**config.mk**
```make
export PLATFORM = sky130hd
export DESIGN_NAME = dns_question_section_parser
export DESIGN_NICKNAME = d
export VERILOG_FILES = /design/src/rtl/dnsq_pkg.sv /design/src/rtl/dnsq_out_stage.sv /design/src/rtl/dns_question_section_parser.sv
export SDC_FILE = /design/constraint.sdc
export NUM_CORES = 1
export LEC_CHECK = 0
export BUFFER_PORTS_ARGS = -buffer_cell sky130_fd_sc_hd__buf_2
export CORE_MARGIN = 4
export CORE_UTILIZATION = 57
export DETAILED_ROUTE_END_ITERATION = 8
export PLACE_DENSITY = 0.86
export SYNTH_ARGS = -nofsm -noshare
export SYNTH_HDL_FRONTEND = slang
export SYNTH_HIERARCHICAL = 1
export SYNTH_SLANG_ARGS = --single-unit
```
**constraint.sdc**
```tcl
create_clock -name aclk -period 5.6 [get_ports aclk]
set_input_delay 0.56 -clock aclk [delete_from_list [all_inputs] [get_ports aclk]]
set_output_delay 0.56 -clock aclk [all_outputs]
set_load 0.005 [all_outputs]
```
**src/rtl/dnsq_pkg.sv**
```systemverilog
// shared types and constants for the dns question section parser
// no dependencies; used by dnsq_out_stage and dns_question_section_parser
package dnsq_pkg;

    // longest name accepted, closing zero included
    localparam int MAX_NAME_LEN = 255;

    // label bytes with either of these bits set are pointers or reserved types
    localparam logic [7:0] LABEL_TYPE_MASK = 8'hc0;

    // result kinds
    localparam logic KIND_NAME_BYTE = 1'b0;
    localparam logic KIND_STATUS    = 1'b1;

    // parser phase
    typedef enum logic [2:0] {
        PH_IDLE,
        PH_LEN,
        PH_LABEL,
        PH_TAIL,
        PH_DONE
    } phase_t;

    // one result item
    typedef struct packed {
        logic        kind;
        logic [7:0]  name_byte;
        logic        ok;
        logic [15:0] query_type;
        logic [15:0] query_class;
        logic [7:0]  name_length;
    } result_t;

endpackage

```
**src/rtl/dnsq_out_stage.sv**
```systemverilog
// output register stage of the dns question parser: holds one result transfer
// depends on dnsq_pkg for result_t
module dnsq_out_stage (
    input  logic             aclk,
    input  logic             aresetn,
    input  logic             load,       // new result this cycle
    input  dnsq_pkg::result_t load_data,
    output logic             can_take,   // stage free now or emptied this cycle
    output logic             m_tvalid,
    input  logic             m_tready,
    output dnsq_pkg::result_t out_data
);

    logic              valid_reg;
    logic              valid_next;
    dnsq_pkg::result_t data_reg;

    assign can_take = !valid_reg || m_tready;

    // valid flag: set on load, cleared once the result transfer completes
    always_comb begin
        valid_next = valid_reg;
        if (load) begin
            valid_next = 1'b1;
        end else if (m_tready) begin
            valid_next = 1'b0;
        end
    end

    always_ff @(posedge aclk) begin
        if (!aresetn) begin
            valid_reg <= 1'b0;
        end else begin
            valid_reg <= valid_next;
        end
    end

    // payload holds while stalled
    always_ff @(posedge aclk) begin
        if (load) begin
            data_reg <= load_data;
        end
    end

    assign m_tvalid = valid_reg;
    assign out_data = data_reg;

endmodule

```
**src/rtl/dns_question_section_parser.sv**
```systemverilog
// dns question section parser, top level: label walk, type/class gather
// depends on dnsq_pkg and dnsq_out_stage
//
// Usage:
//   The slave channel carries packet bytes one per transfer, starting at the
//   first byte of the question section (s_tuser high), with s_tlast on the
//   final byte of the packet buffer. Every name byte, closing zero included,
//   comes out on the master channel with m_tuser low; after the type and
//   class bytes a status result comes out with m_tuser high, carrying ok,
//   type, class and name length. A rejected question gives a status result
//   with ok low in place of the byte that failed. Bytes after a status
//   result are dropped until the next start mark.
//   Throughput is one byte per cycle while results are taken; a result
//   appears on the master side in the cycle after the byte that causes
//   it, set by the single output register. While the receiver stalls with
//   a result held, s_tready drops; it stays high in a cycle in which the
//   held result transfers. Reset puts the parser idle, waiting for a
//   start mark, with no result pending.
module dns_question_section_parser (
    input  logic        aclk,
    input  logic        aresetn,
    input  logic        s_tvalid,
    output logic        s_tready,
    input  logic [7:0]  s_tdata,   // [7:0] data_byte
    input  logic        s_tuser,   // [0] start_req
    input  logic        s_tlast,   // packet_end
    output logic        m_tvalid,
    input  logic        m_tready,
    output logic [55:0] m_tdata,   // [7:0] name_byte, [8] ok, [24:9] query_type,
                                   // [40:25] query_class, [48:41] name_length
    output logic        m_tuser    // [0] kind
);

    localparam logic [9:0] MAX_LEN_W = 10'(dnsq_pkg::MAX_NAME_LEN);

    dnsq_pkg::phase_t phase_reg, phase_next;
    logic [8:0]  name_count_reg, name_count_next;
    logic [5:0]  label_left_reg, label_left_next;
    logic [1:0]  tail_count_reg, tail_count_next;
    logic [23:0] shift_reg, shift_next;

    logic              s_accept;
    logic              can_take;
    logic              res_valid;
    dnsq_pkg::result_t res;
    dnsq_pkg::result_t out_data;

    // state as seen by this byte, with a start mark restarting the parse
    dnsq_pkg::phase_t eff_phase;
    logic [8:0]  eff_count;
    logic [5:0]  eff_left;
    logic [1:0]  eff_tail;
    logic [23:0] eff_shift;
    logic [8:0]  count_inc;
    logic        zero_fail;
    logic        label_fail;

    assign s_tready = can_take;
    assign s_accept = s_tvalid && s_tready;

    assign eff_phase = s_tuser ? dnsq_pkg::PH_LEN : phase_reg;
    assign eff_count = s_tuser ? 9'd0  : name_count_reg;
    assign eff_left  = s_tuser ? 6'd0  : label_left_reg;
    assign eff_tail  = s_tuser ? 2'd0  : tail_count_reg;
    assign eff_shift = s_tuser ? 24'd0 : shift_reg;

    // checks on length and closing-zero bytes
    assign count_inc  = eff_count + 9'd1;
    assign zero_fail  = ({1'b0, count_inc} > MAX_LEN_W) || s_tlast;
    assign label_fail = ((s_tdata & dnsq_pkg::LABEL_TYPE_MASK) != 8'd0)
                     || (({1'b0, eff_count} + {2'b00, s_tdata} + 10'd2) > MAX_LEN_W)
                     || s_tlast;

    // next state
    always_comb begin
        phase_next      = eff_phase;
        name_count_next = eff_count;
        label_left_next = eff_left;
        tail_count_next = eff_tail;
        shift_next      = eff_shift;
        unique case (eff_phase)
            dnsq_pkg::PH_LEN: begin
                if (s_tdata == 8'd0) begin
                    name_count_next = count_inc;
                    tail_count_next = 2'd0;
                    shift_next      = 24'd0;
                    phase_next      = zero_fail ? dnsq_pkg::PH_DONE : dnsq_pkg::PH_TAIL;
                end else if (label_fail) begin
                    phase_next = dnsq_pkg::PH_DONE;
                end else begin
                    name_count_next = count_inc;
                    label_left_next = s_tdata[5:0];
                    phase_next      = dnsq_pkg::PH_LABEL;
                end
            end
            dnsq_pkg::PH_LABEL: begin
                if (s_tlast) begin
                    phase_next = dnsq_pkg::PH_DONE;
                end else begin
                    name_count_next = count_inc;
                    label_left_next = eff_left - 6'd1;
                    if (eff_left == 6'd1) begin
                        phase_next = dnsq_pkg::PH_LEN;
                    end
                end
            end
            dnsq_pkg::PH_TAIL: begin
                shift_next = {eff_shift[15:0], s_tdata};
                if (eff_tail == 2'd3 || s_tlast) begin
                    phase_next = dnsq_pkg::PH_DONE;
                end else begin
                    tail_count_next = eff_tail + 2'd1;
                end
            end
            default: begin
                phase_next = eff_phase;
            end
        endcase
    end

    // result for this byte
    always_comb begin
        res_valid       = 1'b0;
        res.kind        = dnsq_pkg::KIND_NAME_BYTE;
        res.name_byte   = 8'd0;
        res.ok          = 1'b0;
        res.query_type  = 16'd0;
        res.query_class = 16'd0;
        res.name_length = 8'd0;
        unique case (eff_phase)
            dnsq_pkg::PH_LEN: begin
                res_valid = 1'b1;
                if (s_tdata == 8'd0) begin
                    res.kind = zero_fail ? dnsq_pkg::KIND_STATUS : dnsq_pkg::KIND_NAME_BYTE;
                end else if (label_fail) begin
                    res.kind = dnsq_pkg::KIND_STATUS;
                end else begin
                    res.name_byte = s_tdata;
                end
            end
            dnsq_pkg::PH_LABEL: begin
                res_valid = 1'b1;
                if (s_tlast) begin
                    res.kind = dnsq_pkg::KIND_STATUS;
                end else begin
                    res.name_byte = s_tdata;
                end
            end
            dnsq_pkg::PH_TAIL: begin
                if (eff_tail == 2'd3) begin
                    res_valid       = 1'b1;
                    res.kind        = dnsq_pkg::KIND_STATUS;
                    res.ok          = 1'b1;
                    res.query_type  = eff_shift[23:8];
                    res.query_class = {eff_shift[7:0], s_tdata};
                    res.name_length = eff_count[7:0];
                end else if (s_tlast) begin
                    res_valid = 1'b1;
                    res.kind  = dnsq_pkg::KIND_STATUS;
                end
            end
            default: begin
                res_valid = 1'b0;
            end
        endcase
    end

    // parser state registers, updated on each input transfer
    always_ff @(posedge aclk) begin
        if (!aresetn) begin
            phase_reg      <= dnsq_pkg::PH_IDLE;
            name_count_reg <= 9'd0;
            label_left_reg <= 6'd0;
            tail_count_reg <= 2'd0;
            shift_reg      <= 24'd0;
        end else if (s_accept) begin
            phase_reg      <= phase_next;
            name_count_reg <= name_count_next;
            label_left_reg <= label_left_next;
            tail_count_reg <= tail_count_next;
            shift_reg      <= shift_next;
        end
    end

    // result register toward the master side
    dnsq_out_stage u_out (
        .aclk      (aclk),
        .aresetn   (aresetn),
        .load      (s_accept && res_valid),
        .load_data (res),
        .can_take  (can_take),
        .m_tvalid  (m_tvalid),
        .m_tready  (m_tready),
        .out_data  (out_data)
    );

    // pack the master payload
    assign m_tuser = out_data.kind;
    assign m_tdata = {7'd0, out_data.name_length, out_data.query_class,
                      out_data.query_type, out_data.ok, out_data.name_byte};

endmodule
```
# == Yosys cells after proc, flatten, opt, wreduce, memory -nomap -nowiden ==
# Index checks and enable logic that the tools add are counted.
# totals
regBits,95
input_bits,14
output_inout_bits,59
word_cells,76
# classes
n_addsub,5
order_cmp,2
n_eq_ne,5
muxes,39
reduce_logical,13
# op_table
cell,n
$mux 24,2
$pmux 24 s2,1
$mux 41,1
$mux 9,4
$mux 6,4
$mux 8,3
$mux 3,7
$pmux 9 s2,1
$pmux 8 s2,1
$pmux 6 s2,1
$add 10x2->10 const B,1
$add 9x8->10,1
$gt 10x8->1 const B,1
$add 9x1->9 const B,1
$gt 9x8->1 const B,1
$pmux 3 s3,1
$logic_not 8->1,1
$reduce_bool 8->1,1
$mux 1,7
$eq 3x2->1 const B,2
$eq 6x1->1 const B,1
$mux 2,3
$sub 6x1->6 const B,1
$logic_or 1x1->1,5
11 further kinds,12

# == Longest topological paths before layout ==
# depth
word_depth,9
mapped_depth,14
depth_no_buf,13

# == Modules after synthesis ==
# The synthesis kept the hierarchy.
# by_module_without_submodules
mod,instances,cells_per_inst,area_each_um2
dns_question_section_parser,1,444,3295.7
dnsq_out_stage,1,54,1550.2

# == Worst setup path after synthesis ==
# OpenSTA, ideal clock, no wires.
# synth_path
kind,input to register
from,input s_tuser
to,register u_out.data_reg (netlist bit u_out/out_data[0]) (enable)
setup_ns,0.476
arrival_time_ns,4.333
setup_slack_ns,0.791
path_stages,10
path_buffers,4
cell_sequence,buf_2 -> clkbuf_1 -> clkbuf_1 -> nor2b_1 -> ha_1 -> clkbuf_1 -> nor2_1 -> nand2_1 -> o211ai_1 -> a21oi_1
# synth_between
elab_chain_cells,5
elab_cells_between_ends,10
# synth_lines
item,line,source
from (decl),dns_question_section_parser.sv:25,"input logic s_tuser,"
$mux 3 or $mux 2 (tied branches),"dns_question_section_parser.sv:61, dns_question_section_parser.sv:64",
$eq 3x2->1 (tied with other cells),dns_question_section_parser.sv:130,unique case (eff_phase)
$reduce_or 2->1 (no line) or $mux 1 (tied branches),-,
$pmux 1 s2 (*),dns_question_section_parser.sv:130,
$logic_and 1x1->1 (*),dns_question_section_parser.sv:189,".load (s_accept && res_valid),"
to (signal assigned),dnsq_out_stage.sv:41,data_reg <= load_data;
to (decl),dnsq_out_stage.sv:16,dnsq_pkg::result_t data_reg;
# Every way passes the cells marked *; elsewhere a longest branch is shown, timed or not.
# A chain may end at the register's enable or synchronous reset.

==> run_results.csv <==
group,metric,value,unit
synth,synth-async-reset-ratio,0,%
worst_setup_path,slowest_delay,0.51,ns
synth,netlist_top_cells_count,"56 x nor2_1, 50 x edfxtp_1, 45 x dfxtp_1",
clocking,holdBufCountCts,0,
synth,synth_edf_count,50,
synth,yosysWarnings,6,
pwr,power_leakage,2.28,nW
detailed_routing,drtPass1Iterations,5,
synth,ys_top_cells_by_area,"edfxtp_1 31%, dfxtp_1 19%, and3_1 4.5%",
finish,drive_gt1_share,17.5,%
timing,setup_tns,0,ns
grt,grtUsageTotal,23.2,%
worst_setup_path,path_class,"input port to register",
worst_setup_path,slowest_stage,"o41ai_1",
finish,largest_register_ffs,50,
pwr,powerDensity,253,nW/um2
clocking,root_buffer,"clkbuf_8",
timing,fmax,0.268,GHz
synth,post_synth_inst_count,498,
floorplanning,core,8260,um2
finish,fin_nets,574,
timing,max_slew.worst_pin.slew,1.26,ns
synth,yosysTopAreaCell,"edfxtp_1",
synth,yosysTopAreaCellShare,31.0,%
floorplanning,rows,33,
detailed_routing,first_iter_violations,442,
clocking,clk_pin_slew,0.10,ns
timing,fin_ws,1.86,ns
pwr,max-vdd-ir-drop,0.000149,V
synth,synth-seq-area-share,49.6,%
grt,overflow,0,
finish,finish.utilization,65.1,%
grt,grt_pass1_vias,3730,
worst_setup_path,crit_chain,"buf_2, inv_2, nand2_1, inv_1, ha_1, ha_1, nand3_1, o41ai_1, o211ai_2, nor3_4, nor2_1, nor2b_1",
worst_setup_path,worstPathRequired,5.82,ns
synth,syn_avg_cell_area,9.73,um2
place,place_congestion,0.905,
worst_hold_path,hp-class,"register to register",
synth,synth_top_flop_cell,"edfxtp_1",
grt,grt_pass1_wl,18700,um
place,place_ws,1.61,ns
grt,antenna_found_initial,0,
timing,setup_viol,0,
clocking,cts_resized,0,
timing,finalHoldViolCount,0,
grt,grt_max_degree,39,
detailed_routing,drcViolationCount,0,
clocking,cts_num_sinks,95,
clocking,clk_latency,0.36,ns
synth,synth_most_common_cell,"nor2_1",
timing,finalMaxSlewViolations,0,
worst_setup_path,crit_arrival,3.96,ns
timing,period_share,66.7,%
worst_setup_path,rrSetupSlack,2.29,ns
worst_setup_path,cp_common_cell,"ha_1",
detailed_routing,vias,4082,
worst_setup_path,crit_path_start_kind,"input port",
floorplanning,start_util,58.7,%
clocking,cts_max_level,3,
synth,ys_ff_latch,95,
pwr,total_power,0.00136,W
clocking,cts_buffers,9,
clocking,post_cts_buffers,0,
detailed_routing,ant_nets,0,
timing,rsz0062_at_grt,"no",
run,maxCapViolations,0,
place,numPortBuffers,65,
clocking,clock_path_buffers,2,
synth,syn-cell-area,4850,um2
detailed_routing,avgViaCountPerCell,6.25,
finish,diodes,0,
worst_setup_path,cp_max_fo,29,
finish,area_growth,10.9,%
timing,finClkSkew,0.0107,ns
status,status,"complete, no violations",
synth,ys_types,67,
timing,finalCriticalPeriod,3.74,ns
place,dp_hpwl,7850,um
detailed_routing,routed_wl,11600,um
worst_setup_path,end_kind,"register",
detailed_routing,wl_per_cell,17.8,um
floorplanning,dieArea,10000,um2
floorplanning,fp.dieH,100,um
timing,relSlewSlack,15.1,%
floorplanning,die_x,100,um
clocking,cts_tree,"yes",
floorplanning,ios,73,
## power breakdown
group          leakage, nW  switching [W]  internal, W  total [W]
registers            0.880      0.0000155     0.000752   0.000768
logic                 1.31      0.0000957    0.0000491   0.000145
clock network       0.0949       0.000239     0.000209   0.000448
total                 2.28       0.000350      0.00101    0.00136
## cells by family after synthesis
| family | after synthesis | share of synthesized area (%) |
|---|---|---|
| compound gates | 119 | 16.9 |
| xor+xnor | 9 | 1.63 |
| fa+ha+maj | 17 | 4.54 |
| buf+inv | 59 | 5.24 |
| flops | 95 | 49.6 |
| mux | 2 | 0.413 |
| other cells | 1 | 0.0774 |
| simple gates | 196 | 21.7 |
## cell type report
cell class | count | area (um2)
Fill cell | 672 | 2880
Sequential cell | 95 | 2400
Multi-Input combinational cell | 350 | 2220
Timing Repair Buffer | 69 | 355
Tap cell | 105 | 131
Clock buffer | 10 | 128
Clock inverter | 6 | 67.6
Inverter | 18 | 67.6
## critical path, delay by kind of cell
| family | cells | cell delay, ns |
|---|---|---|
| adder cells (fa/ha/maj) | 2 | 0.61 |
| buffers and inverters | 3 | 0.80 |
| AND/OR/NAND/NOR | 5 | 1.20 |
| AO/OA/AOI/OAI | 2 | 0.79 |
## placed cells by master, fill, tap and decap left out, types with 6 or more instances in the layout
master,Yosys,final
inv_1,16,16
buf_2,5,65
nor3_1,12,12
edfxtp_1,50,50
and3_1,35,35
nor2b_1,13,13
dfxtp_1,45,45
ha_1,16,16
a22oi_1,24,24
clkbuf_8,0,9
o21ai_0,17,17
nand2_1,27,27
a21oi_1,30,29
nor2_1,56,56
and2_1,6,6
nand3_1,6,6
nor4_1,11,11
conb_1,1,7
## final timing paths
| kind | depth (start not counted) | end | from |
|---|---|---|---|
| worst max-delay path | 12 | u_out/out_data[45] | s_tuser |
| worst min-delay path | 1 | tail_count_reg[0] | tail_count_reg[0] |
| worst max register to register | 7 | u_out/out_data[16] | tail_count_reg[0] |
| worst min register to register | 1 | tail_count_reg[0] | tail_count_reg[0] |
## routing by layer
layer	track usage, %	up-vias	part of all wire [%]
met5	0	-	0
met4	7.77	0	2.2
met3	4.52	27	9.5
met2	36.5	249	46
met1	32.3	1898	43
li1	-	1908	-
## metrics by stage
| step | std cells | hold slack, ns | cell area [um2] |
|---|---|---|---|
| after floorplan | 504 | 0.415 | 4870 |
| after global placement | 637 | 0.425 | 5180 |
| after detailed placement | 637 | 0.437 | 5180 |
| after CTS | 653 | 0.451 | 5380 |
| after global routing | 653 | 0.479 | 5380 |
| final | 653 | 0.446 | 5380 |
No activity file was read; power rests on OpenSTA's default activity.
